### src/berm_pkg.sv
// ----------------------------------------------------------------------------
// berm_pkg: shared types and constants of the resistance meter
// register map, configuration bundle, tick command and result layouts
// ----------------------------------------------------------------------------
`default_nettype none

package berm_pkg;

    localparam int CODE_W     = 16;
    localparam int INTERVAL_W = 17;
    localparam int DELAY_W    = 16;
    localparam int LINE_RES_W = 20;
    localparam int RES_W      = 36;
    localparam int TS_W       = 32;
    localparam int ELAPSED_W  = 17;

    // magnitude of sense * line resistance stays below 2^35
    localparam int MAG_W      = RES_W - 1;
    localparam int DIV_STEPS  = MAG_W;
    localparam int STEP_W     = $clog2(DIV_STEPS);

    localparam int IN_TDATA_W  = 48;
    localparam int OUT_BITS    = 3 + 2 * RES_W + 2 * CODE_W + TS_W;
    localparam int OUT_TDATA_W = ((OUT_BITS + 7) / 8) * 8;

    localparam int PADDR_W = 4;
    localparam int APB_W   = 32;

    localparam logic [INTERVAL_W-1:0] TOGGLE_RST   = INTERVAL_W'(781);
    localparam logic [DELAY_W-1:0]    DELAY_RST    = DELAY_W'(586);
    localparam logic [LINE_RES_W-1:0] LINE_RES_RST = LINE_RES_W'(10000);
    localparam logic [ELAPSED_W-1:0]  ELAPSED_MAX  = '1;

    typedef enum logic [1:0] {
        REG_DC_MODE         = 2'd0,
        REG_TOGGLE_INTERVAL = 2'd1,
        REG_SAMPLE_DELAY    = 2'd2,
        REG_LINE_RES        = 2'd3
    } t_reg_idx;

    typedef struct packed {
        logic                  dc_mode;
        logic [INTERVAL_W-1:0] toggle_interval;
        logic [DELAY_W-1:0]    sample_delay;
        logic [LINE_RES_W-1:0] line_resistance;
    } t_cfg;

    // one classified tick, handed from front to back
    typedef struct packed {
        logic              drive_a;
        logic              drive_b;
        logic              sample;
        logic [CODE_W-1:0] drop;
        logic [CODE_W-1:0] sense_one;
        logic [CODE_W-1:0] sense_two;
        logic [TS_W-1:0]   timestamp;
    } t_cmd;

    // result fields, last field in the lowest bits
    typedef struct packed {
        logic [TS_W-1:0]   timestamp;
        logic [CODE_W-1:0] sense_two_out;
        logic [CODE_W-1:0] sense_one_out;
        logic [RES_W-1:0]  res_two_milli;
        logic [RES_W-1:0]  res_one_milli;
        logic              divide_error;
        logic              drive_b;
        logic              drive_a;
    } t_res;

    typedef enum logic [3:0] {
        ST_IDLE = 4'b0001,
        ST_MUL  = 4'b0010,
        ST_DIV  = 4'b0100,
        ST_DONE = 4'b1000
    } t_back_state;

    function automatic logic [CODE_W-1:0] code_mag(input logic [CODE_W-1:0] code);
        return code[CODE_W-1] ? (~code + CODE_W'(1)) : code;
    endfunction

endpackage

`default_nettype wire

### src/berm_front.sv
// ----------------------------------------------------------------------------
// berm_front: tick sequencer
// phase toggling, sample decision and timestamp for each accepted item
// ----------------------------------------------------------------------------
`default_nettype none

module berm_front import berm_pkg::*; (
    input  wire logic              i_clk,
    input  wire logic              i_rst_n,
    input  wire t_cfg              i_cfg,
    input  wire logic              i_valid,
    output logic                   o_ready,
    input  wire logic [CODE_W-1:0] i_drop,
    input  wire logic [CODE_W-1:0] i_sense_one,
    input  wire logic [CODE_W-1:0] i_sense_two,
    input  wire logic              i_queue_full,
    output logic                   o_push,
    output t_cmd                   o_cmd
);

    logic [INTERVAL_W-1:0] r_icount, n_icount;
    logic                  r_pos, n_pos;
    logic                  r_started, n_started;
    logic                  r_done, n_done;
    logic [ELAPSED_W-1:0]  r_elapsed, n_elapsed;
    logic                  r_first, n_first;
    logic [TS_W-1:0]       r_tsf, n_tsf;

    logic [INTERVAL_W:0]   w_next;
    logic                  w_toggle;
    logic                  w_sample;
    logic [ELAPSED_W-1:0]  w_el;
    logic [TS_W-1:0]       w_ts;

    assign o_ready = !i_queue_full;
    assign o_push  = i_valid && !i_queue_full;

    always_comb begin
        n_pos     = r_pos;
        n_started = r_started;
        n_done    = r_done;
        n_first   = r_first;
        w_el      = r_elapsed;

        w_next   = {1'b0, r_icount} + (INTERVAL_W + 1)'(1);
        w_toggle = w_next >= {1'b0, i_cfg.toggle_interval};
        n_icount = w_toggle ? '0 : w_next[INTERVAL_W-1:0];

        if (w_toggle) begin
            n_started = 1'b1;
            if (i_cfg.dc_mode) begin
                n_pos  = 1'b1;
                n_done = 1'b0;
            end else begin
                n_pos = !r_pos;
                if (!r_pos) begin
                    n_done = 1'b0;
                    w_el   = '0;
                end
            end
        end

        w_sample = !n_done && n_pos && (w_el >= {1'b0, i_cfg.sample_delay});

        // timestamp is zero on the first sample and counts from there
        w_ts  = r_first ? r_tsf : '0;
        n_tsf = r_tsf;
        if (w_sample) begin
            n_done  = 1'b1;
            n_first = 1'b1;
            n_tsf   = w_ts + TS_W'(1);
        end else if (r_first) begin
            n_tsf = r_tsf + TS_W'(1);
        end

        n_elapsed = (w_el != ELAPSED_MAX) ? w_el + ELAPSED_W'(1) : w_el;

        o_cmd.drive_a   = n_started && n_pos;
        o_cmd.drive_b   = n_started && !n_pos;
        o_cmd.sample    = w_sample;
        o_cmd.drop      = i_drop;
        o_cmd.sense_one = i_sense_one;
        o_cmd.sense_two = i_sense_two;
        o_cmd.timestamp = w_sample ? w_ts : '0;
    end

    always_ff @(posedge i_clk) begin
        if (!i_rst_n) begin
            r_icount  <= '0;
            r_pos     <= 1'b0;
            r_started <= 1'b0;
            r_done    <= 1'b0;
            r_elapsed <= '0;
            r_first   <= 1'b0;
            r_tsf     <= '0;
        end else if (o_push) begin
            r_icount  <= n_icount;
            r_pos     <= n_pos;
            r_started <= n_started;
            r_done    <= n_done;
            r_elapsed <= n_elapsed;
            r_first   <= n_first;
            r_tsf     <= n_tsf;
        end
    end

`ifndef NO_ASSERTIONS
    // a sample is only ever taken while the bridge drives positive
    a_sample_positive: assert property (@(posedge i_clk) disable iff (!i_rst_n)
        o_push && o_cmd.sample |-> o_cmd.drive_a && !o_cmd.drive_b)
        else $error("sample outside positive phase");
`endif

endmodule

`default_nettype wire

### src/berm_queue.sv
// ----------------------------------------------------------------------------
// berm_queue: two-entry command queue
// decouples the tick sequencer from the resistance datapath
// ----------------------------------------------------------------------------
`default_nettype none

module berm_queue import berm_pkg::*; (
    input  wire logic i_clk,
    input  wire logic i_rst_n,
    input  wire logic i_push,
    input  wire t_cmd i_data,
    output logic      o_full,
    input  wire logic i_pop,
    output logic      o_valid,
    output t_cmd      o_data
);

    t_cmd       r_mem [2];
    logic       r_wp;
    logic       r_rp;
    logic [1:0] r_cnt;

    assign o_full  = r_cnt == 2'd2;
    assign o_valid = r_cnt != 2'd0;
    assign o_data  = r_mem[r_rp];

    always_ff @(posedge i_clk) begin
        if (i_push) begin
            r_mem[r_wp] <= i_data;
        end
    end

    always_ff @(posedge i_clk) begin
        if (!i_rst_n) begin
            r_wp  <= 1'b0;
            r_rp  <= 1'b0;
            r_cnt <= '0;
        end else begin
            if (i_push) begin
                r_wp <= !r_wp;
            end
            if (i_pop) begin
                r_rp <= !r_rp;
            end
            r_cnt <= r_cnt + 2'(i_push) - 2'(i_pop);
        end
    end

`ifndef NO_ASSERTIONS
    a_no_overflow: assert property (@(posedge i_clk) disable iff (!i_rst_n)
        !(i_push && o_full) && !(i_pop && !o_valid))
        else $error("queue overflow or underflow");
`endif

endmodule

`default_nettype wire

### src/berm_back.sv
// ----------------------------------------------------------------------------
// berm_back: resistance datapath and result register
// one multiply, then two restoring dividers sharing one step counter
// ----------------------------------------------------------------------------
`default_nettype none

module berm_back import berm_pkg::*; (
    input  wire logic                  i_clk,
    input  wire logic                  i_rst_n,
    input  wire logic [LINE_RES_W-1:0] i_line_res,
    input  wire logic                  i_q_valid,
    input  wire t_cmd                  i_q_data,
    output logic                       o_pop,
    output logic                       o_valid,
    input  wire logic                  i_ready,
    output t_res                       o_res,
    output logic                       o_sample
);

    t_back_state       r_state, n_state;
    t_cmd              r_cmd;
    logic [MAG_W-1:0]  r_dvd1, r_dvd2;
    logic [CODE_W-1:0] r_rem1, r_rem2;
    logic [CODE_W-1:0] r_dvs;
    logic              r_neg1, r_neg2;
    logic [STEP_W-1:0] r_step;
    logic              r_out_valid;
    t_res              r_out;
    logic              r_out_sample;

    logic              w_out_free;
    logic              w_direct;
    logic              w_load;
    logic              w_finish;
    logic [RES_W-1:0]  w_prod1, w_prod2;
    logic [CODE_W:0]   w_t1, w_t2;
    logic              w_ge1, w_ge2;
    logic [RES_W-1:0]  w_res1, w_res2;
    t_res              w_direct_res;

    assign w_out_free = !r_out_valid || i_ready;

    // ticks without a computed quotient finish straight from the queue
    assign w_direct = (r_state == ST_IDLE) && i_q_valid && w_out_free &&
                      !(i_q_data.sample && (i_q_data.drop != '0));
    assign w_load   = (r_state == ST_IDLE) && i_q_valid &&
                      i_q_data.sample && (i_q_data.drop != '0);
    assign w_finish = (r_state == ST_DONE) && w_out_free;
    assign o_pop    = w_direct || w_load;

    assign w_prod1 = RES_W'(code_mag(r_cmd.sense_one)) * RES_W'(i_line_res);
    assign w_prod2 = RES_W'(code_mag(r_cmd.sense_two)) * RES_W'(i_line_res);

    assign w_t1  = {r_rem1, r_dvd1[MAG_W-1]};
    assign w_t2  = {r_rem2, r_dvd2[MAG_W-1]};
    assign w_ge1 = w_t1 >= {1'b0, r_dvs};
    assign w_ge2 = w_t2 >= {1'b0, r_dvs};

    assign w_res1 = r_neg1 ? (~{1'b0, r_dvd1} + RES_W'(1)) : {1'b0, r_dvd1};
    assign w_res2 = r_neg2 ? (~{1'b0, r_dvd2} + RES_W'(1)) : {1'b0, r_dvd2};

    always_comb begin
        w_direct_res.drive_a       = i_q_data.drive_a;
        w_direct_res.drive_b       = i_q_data.drive_b;
        w_direct_res.divide_error  = i_q_data.sample;
        w_direct_res.res_one_milli = '0;
        w_direct_res.res_two_milli = '0;
        w_direct_res.sense_one_out = i_q_data.sample ? i_q_data.sense_one : '0;
        w_direct_res.sense_two_out = i_q_data.sample ? i_q_data.sense_two : '0;
        w_direct_res.timestamp     = i_q_data.timestamp;
    end

    always_comb begin
        n_state = r_state;
        unique case (r_state)
            ST_IDLE: if (w_load) n_state = ST_MUL;
            ST_MUL:  n_state = ST_DIV;
            ST_DIV:  if (r_step == STEP_W'(DIV_STEPS - 1)) n_state = ST_DONE;
            ST_DONE: if (w_out_free) n_state = ST_IDLE;
            default: n_state = ST_IDLE;
        endcase
    end

    always_ff @(posedge i_clk) begin
        if (!i_rst_n) begin
            r_state     <= ST_IDLE;
            r_out_valid <= 1'b0;
        end else begin
            r_state <= n_state;
            if (w_direct || w_finish) begin
                r_out_valid <= 1'b1;
            end else if (i_ready) begin
                r_out_valid <= 1'b0;
            end
        end
    end

    always_ff @(posedge i_clk) begin
        if (w_load) begin
            r_cmd  <= i_q_data;
            r_dvs  <= code_mag(i_q_data.drop);
            r_neg1 <= i_q_data.sense_one[CODE_W-1] ^ i_q_data.drop[CODE_W-1];
            r_neg2 <= i_q_data.sense_two[CODE_W-1] ^ i_q_data.drop[CODE_W-1];
        end
        if (r_state == ST_MUL) begin
            r_dvd1 <= w_prod1[MAG_W-1:0];
            r_dvd2 <= w_prod2[MAG_W-1:0];
            r_rem1 <= '0;
            r_rem2 <= '0;
            r_step <= '0;
        end
        if (r_state == ST_DIV) begin
            r_rem1 <= w_ge1 ? CODE_W'(w_t1 - {1'b0, r_dvs}) : w_t1[CODE_W-1:0];
            r_rem2 <= w_ge2 ? CODE_W'(w_t2 - {1'b0, r_dvs}) : w_t2[CODE_W-1:0];
            r_dvd1 <= {r_dvd1[MAG_W-2:0], w_ge1};
            r_dvd2 <= {r_dvd2[MAG_W-2:0], w_ge2};
            r_step <= r_step + STEP_W'(1);
        end
        if (w_direct) begin
            r_out        <= w_direct_res;
            r_out_sample <= i_q_data.sample;
        end else if (w_finish) begin
            r_out.drive_a       <= r_cmd.drive_a;
            r_out.drive_b       <= r_cmd.drive_b;
            r_out.divide_error  <= 1'b0;
            r_out.res_one_milli <= w_res1;
            r_out.res_two_milli <= w_res2;
            r_out.sense_one_out <= r_cmd.sense_one;
            r_out.sense_two_out <= r_cmd.sense_two;
            r_out.timestamp     <= r_cmd.timestamp;
            r_out_sample        <= 1'b1;
        end
    end

    assign o_valid  = r_out_valid;
    assign o_res    = r_out;
    assign o_sample = r_out_sample;

`ifndef NO_ASSERTIONS
    a_step_range: assert property (@(posedge i_clk) disable iff (!i_rst_n)
        r_state == ST_DIV |-> r_step < STEP_W'(DIV_STEPS))
        else $error("divider step counter out of range");

    a_error_zero: assert property (@(posedge i_clk) disable iff (!i_rst_n)
        r_out_valid && r_out.divide_error |->
            r_out_sample && r_out.res_one_milli == '0 && r_out.res_two_milli == '0)
        else $error("divide error with nonzero resistance");

    a_no_pop_busy: assert property (@(posedge i_clk) disable iff (!i_rst_n)
        r_state != ST_IDLE |-> !o_pop)
        else $error("queue popped while datapath busy");
`endif

endmodule

`default_nettype wire

### src/biphasic_excitation_resistance_meter.sv
// ----------------------------------------------------------------------------
// biphasic_excitation_resistance_meter: h-bridge drive and resistance sampler
// one item per tick in, one result per tick out
// ----------------------------------------------------------------------------
// Each input item is one tick carrying the latest converter codes; each tick
// yields exactly one result with the bridge drive lines and, once per toggle
// period, a sample with two resistances r = sense * line_resistance / drop in
// milli-units (truncated toward zero, zero with divide_error when drop is 0).
// A tick without a computed sample passes straight from the queue to the
// result register. A sampling tick with nonzero drop occupies the back
// datapath through a dequeue, a multiply, 35 restoring division steps (one
// quotient bit per cycle, both resistances in parallel) and a load of the
// result register. A two-entry queue lets the input side keep taking ticks
// while a division runs, and the result register lets a new result form
// while the previous one waits. Configuration registers (APB, byte address
// 4*index): dc_mode, toggle_interval, sample_delay, line_resistance; write
// them only while no item is in flight.
// ----------------------------------------------------------------------------
`default_nettype none

module biphasic_excitation_resistance_meter import berm_pkg::*; (
    input  wire logic                   i_clk,
    input  wire logic                   i_rst_n,
    // apb configuration port
    input  wire logic                   psel,
    input  wire logic                   penable,
    input  wire logic                   pwrite,
    input  wire logic [PADDR_W-1:0]     paddr,
    input  wire logic [APB_W-1:0]       pwdata,
    output logic      [APB_W-1:0]       prdata,
    output logic                        pready,
    // tick items in
    input  wire logic                   s_axis_tvalid,
    output logic                        s_axis_tready,
    // drop_code [15:0], sense_one_code [31:16], sense_two_code [47:32]
    input  wire logic [IN_TDATA_W-1:0]  s_axis_tdata,
    // result items out
    output logic                        m_axis_tvalid,
    input  wire logic                   m_axis_tready,
    // drive_a [0], drive_b [1], divide_error [2], res_one_milli [38:3],
    // res_two_milli [74:39], sense_one_out [90:75], sense_two_out [106:91],
    // timestamp [138:107], zero fill [143:139]
    output logic [OUT_TDATA_W-1:0]      m_axis_tdata,
    // sample_valid [0]
    output logic                        m_axis_tuser
);

    t_cfg     r_cfg;
    t_reg_idx w_idx;
    logic     w_wr;

    // front to queue
    logic     w_push;
    t_cmd     w_cmd;
    logic     w_full;
    // queue to back
    logic     w_q_valid;
    t_cmd     w_q_data;
    logic     w_pop;
    t_res     w_res;

    // ---------------- configuration registers ----------------
    assign pready = 1'b1;
    assign w_idx  = t_reg_idx'(paddr[PADDR_W-1:2]);
    assign w_wr   = psel && penable && pwrite && pready;

    always_ff @(posedge i_clk) begin
        if (!i_rst_n) begin
            r_cfg.dc_mode         <= 1'b0;
            r_cfg.toggle_interval <= TOGGLE_RST;
            r_cfg.sample_delay    <= DELAY_RST;
            r_cfg.line_resistance <= LINE_RES_RST;
        end else if (w_wr) begin
            unique case (w_idx)
                REG_DC_MODE:         r_cfg.dc_mode         <= pwdata[0];
                REG_TOGGLE_INTERVAL: r_cfg.toggle_interval <= pwdata[INTERVAL_W-1:0];
                REG_SAMPLE_DELAY:    r_cfg.sample_delay    <= pwdata[DELAY_W-1:0];
                REG_LINE_RES:        r_cfg.line_resistance <= pwdata[LINE_RES_W-1:0];
                default:             r_cfg.dc_mode         <= r_cfg.dc_mode;
            endcase
        end
    end

    // register readback, zero extended
    always_comb begin
        unique case (w_idx)
            REG_DC_MODE:         prdata = APB_W'(r_cfg.dc_mode);
            REG_TOGGLE_INTERVAL: prdata = APB_W'(r_cfg.toggle_interval);
            REG_SAMPLE_DELAY:    prdata = APB_W'(r_cfg.sample_delay);
            REG_LINE_RES:        prdata = APB_W'(r_cfg.line_resistance);
            default:             prdata = '0;
        endcase
    end

    // ---------------- front: phase sequencing and sample decision ----------------
    berm_front u_front (
        .i_clk        (i_clk),
        .i_rst_n      (i_rst_n),
        .i_cfg        (r_cfg),
        .i_valid      (s_axis_tvalid),
        .o_ready      (s_axis_tready),
        .i_drop       (s_axis_tdata[15:0]),
        .i_sense_one  (s_axis_tdata[31:16]),
        .i_sense_two  (s_axis_tdata[47:32]),
        .i_queue_full (w_full),
        .o_push       (w_push),
        .o_cmd        (w_cmd)
    );

    // ---------------- command queue ----------------
    berm_queue u_queue (
        .i_clk   (i_clk),
        .i_rst_n (i_rst_n),
        .i_push  (w_push),
        .i_data  (w_cmd),
        .o_full  (w_full),
        .i_pop   (w_pop),
        .o_valid (w_q_valid),
        .o_data  (w_q_data)
    );

    // ---------------- back: multiply, divide, result register ----------------
    berm_back u_back (
        .i_clk      (i_clk),
        .i_rst_n    (i_rst_n),
        .i_line_res (r_cfg.line_resistance),
        .i_q_valid  (w_q_valid),
        .i_q_data   (w_q_data),
        .o_pop      (w_pop),
        .o_valid    (m_axis_tvalid),
        .i_ready    (m_axis_tready),
        .o_res      (w_res),
        .o_sample   (m_axis_tuser)
    );

    assign m_axis_tdata = OUT_TDATA_W'(w_res);

endmodule

`default_nettype wire

### config.mk
export PLATFORM = sky130hd
export DESIGN_NAME = biphasic_excitation_resistance_meter
export DESIGN_NICKNAME = d
export VERILOG_FILES = /design/src/berm_pkg.sv /design/src/berm_front.sv /design/src/berm_queue.sv /design/src/berm_back.sv /design/src/biphasic_excitation_resistance_meter.sv
export SDC_FILE = /design/constraint.sdc
export NUM_CORES = 2
export LEC_CHECK = 0
export BUFFER_PORTS_ARGS = -buffer_cell sky130_fd_sc_hd__buf_2
export CELL_PAD_IN_SITES_DETAIL_PLACEMENT = 1
export CELL_PAD_IN_SITES_GLOBAL_PLACEMENT = 1
export CORE_MARGIN = 5
export CORE_UTILIZATION = 25
export CTS_CLUSTER_DIAMETER = 50
export CTS_CLUSTER_SIZE = 24
export DETAILED_ROUTE_END_ITERATION = 16
export HOLD_SLACK_MARGIN = 0.06
export PLACE_DENSITY = 0.49
export REMOVE_ABC_BUFFERS = 1
export SLEW_MARGIN = 15
export SYNTH_ARGS = -nofsm -noshare
export SYNTH_HDL_FRONTEND = slang
export SYNTH_SLANG_ARGS = --single-unit
### constraint.sdc
create_clock -name i_clk -period 8.05 [get_ports i_clk]
set_input_delay 0 -clock i_clk [delete_from_list [all_inputs] [get_ports i_clk]]
set_output_delay 0 -clock i_clk [all_outputs]
set_load 0.005 [all_outputs]
==> reports/qor.txt <==
I/O pins = 271
Rows = 164
iteration count of the initial detailed-routing pass = 5
max-cap viol count = 0
Worst-Margin Slew = 1.12 ns
Ys Warns = 0
Worst-Skew Late Latency = 0.72 ns
Hold Fails Final Rpt = 0
Initial Utilization = 0.251
run status = finished clean
post-placement cell count = 7941
Slowest-stage cell, CP = or4_4
Hold EP = r_cfg[27]
Req. time, crit path = 8.47 ns
Register Area = 0.0169 mm2
RePlAce Congestion = 0.767
Final Instance Count excl. Fillers = 8276
Post-synth EDFFs = 426
FF+latch count, synth = 632
total congestion overflow = 0
number of H-tree levels = 3
syn avg cell area = 9.76 um2
Most used DFF post-synth = edfxtp_1
CP Capture Type = flop
final WL = 162 mm
clock tree buffer depth = 3
flop2flop setup slack = 0.15 ns
1st-iter DRT viols = 1447
CTS tree = yes
dpl hpwl = 122 mm
CP bufs+invs = 6
cell mode on critical path = fa_1
DR vias/cell = 4.50
DRT antenna net count = 0
largest area contributor in the netlist = edfxtp_1
Num CTS Buffers = 90
worst r2r src = u_back.r_cmd[35]
Mapped Area = 0.0499 mm2
vias in the first global route = 40100
drt wl/cell = 19.6 um
Die W = 457 um
share of cells above drive strength 1 = 0.145
Total GRT Usage = 0.153
via count = 37200
FFs w/ async S/R, synth = 0
Clk Tree Root Cell = clkbuf_16
Synth Instances = 5118
multi-input logic area = 0.0299 mm2
post-route setup slack = 0.154 ns
Port Buffers = 238
HP Start = pwdata[7]
Tcrit/Tclk final = 0.981
delay-heaviest family, CP = adder cells
area growth from synthesis to layout = 20.8%
CTS sink count = 632
Fillers = 22600
pre-CTS setup slack = -0.195 ns
RR Endpoint = u_back.r_dvd2[33]
f_max = 127 MHz
Die H = 457 um
total die area = 0.209 mm2
sequential fraction of the synthesis area = 0.339
Final #Nets = 6410
min Tclk post-route = 7.90 ns
initial antenna violation count = 11
CTS clk-pin slew, worst paths = 0.05 ns
Synth top area share = 0.256
Core ar. = 0.199 mm2
hold depth = 4
max-slew violation count = 0
synth cell count leaders = nand2_1, inv_1, fa_1
largest net degree at the start of global routing = 133
Worst R2R Path Depth = 29
Startpoint Class = flop
Max stage delay on crit path = 0.59 ns
Yosys cell types = 79
HP Class = input port to flop
DRC = 0
Clock Skews = 0.0480 ns
CP max FO = 7
first-pass GRT wire length = 248 mm
count leader, synth = nand2_1
WP data arrival = 8.32 ns
slew margin rel. = 0.257
Final setup viols = 0
critical path class = flop to flop
RSZ-0062 raised after global routing = true
Fin Setup TNS = 0 ns
Synth area leaders = edfxtp_1, fa_1, dfxtp_1
-- state kept, by name (all words and copies together), names as in the netlist, 2 cells and up, named ones only --
name and flops:
u_back.r_dvd1 35, u_front.r_elapsed 17, u_queue.r_cnt 2, u_back.r_rem1 16
u_back.r_dvd2 35, r_cfg 54, u_back.r_step 6, u_back.r_rem2 16
u_back.r_state 4, u_front.r_tsf 32, u_back.r_cmd 66, u_back.r_dvs 16
u_back.o_res 139, u_queue.r_mem 166, u_front.r_icount 17
-- worst register-to-register path, delay by kind of cell (launching register included) --
kind,cells,cell delay (ns)
fa+ha+maj,7,3.24
simple gates,7,1.78
compound gates,8,1.44
buf+inv,6,0.63
flops,1,0.39
xor+xnor,1,0.14
-- per-layer routing --
| layer | routed length (um) | track usage | share of wire |
|---|---|---|---|
| met5 | 12 | 0 | 0.000074 |
| met4 | 2850 | 0.0341 | 0.018 |
| met3 | 4770 | 0.0210 | 0.029 |
| met2 | 79900 | 0.267 | 0.49 |
| met1 | 74600 | 0.200 | 0.46 |
-- stage by stage --
stage	cell area (um2)	utilization	hold slack, ns
2_1_floorplan	48800	-	0.0718
3_3_place_gp	55200	0.277	0.191
3_5_place_dp	55200	0.277	0.191
4_1_cts	59700	0.300	0.0605
5_1_grt	60300	0.303	0.112
6_report	60300	0.303	0.123
-- how the worst max path moves through the flow --
stage / start / endpoint / slack [ns] / depth (start not counted)
after floorplan: flop / u_queue.r_cnt[1] / -2.56 / 12
after global placement: u_back.r_cmd[38] / u_back.r_dvd2[33] / -0.15 / 27
after detailed placement: u_back.r_cmd[37] / u_back.r_dvd2[33] / -0.20 / 27
after CTS: u_back.r_cmd[56] / u_back.r_dvd1[31] / 0.008 / 27
after global routing: u_back.r_cmd[35] / u_back.r_dvd2[33] / -0.12 / 29
final: u_back.r_cmd[35] / u_back.r_dvd2[33] / 0.15 / 29
-- logic make-up after synthesis --
family                   synth area share
buffers and inverters              0.0737
multiplexers                       0.0206
other                            0.000150
AND/OR/NAND/NOR                     0.159
AO/OA/AOI/OAI                      0.0940
flip-flops                          0.339
adder cells (fa/ha/maj)             0.272
XOR/XNOR                           0.0418
-- cells in the final DEF (no fill, tap or decap), types with 34 or more instances in the layout --
cell type / n
nor2_1: 256
xor2_1: 115
fa_1: 495
nand2_1: 762
dfxtp_1: 204
and2_1: 251
edfxtp_1: 426
nor2b_1: 34
dlygate4sd3_1: 132
nand3_1: 101
clkbuf_16: 93
o21ai_0: 146
xnor2_1: 118
ha_1: 275
buf_2: 238
nor3_1: 46
and3_1: 54
a22o_1: 79
buf_4: 211
a21oi_1: 193
a211oi_1: 64
nand2b_1: 35
inv_1: 656
mux2_2: 68
-- what timing repair did --
item,in CTS,in global routing
gates resized for setup,9,73
gates cloned,0,1
pin swaps,2,73
endpoints found under the hold margin,207,0
setup buffers,0,24
hold buffers,132,0
endpoints found under the setup margin,6,19
-- area by class of cell --
| class | count | area share |
|---|---|---|
| Tap cell | 2656 | 0.0551 |
| Clock inverter | 67 | 0.0130 |
| Multi-Input combinational cell | 3545 | 0.495 |
| Timing Repair Buffer | 604 | 0.0751 |
| Inverter | 661 | 0.0412 |
| Sequential cell | 632 | 0.281 |
| Clock buffer | 103 | 0.0397 |
| Antenna cell | 8 | 0.000332 |
Power is left out: the tool's default activity adds up to more than one toggle a clock period on the data nets, which glitch-free logic cannot reach.
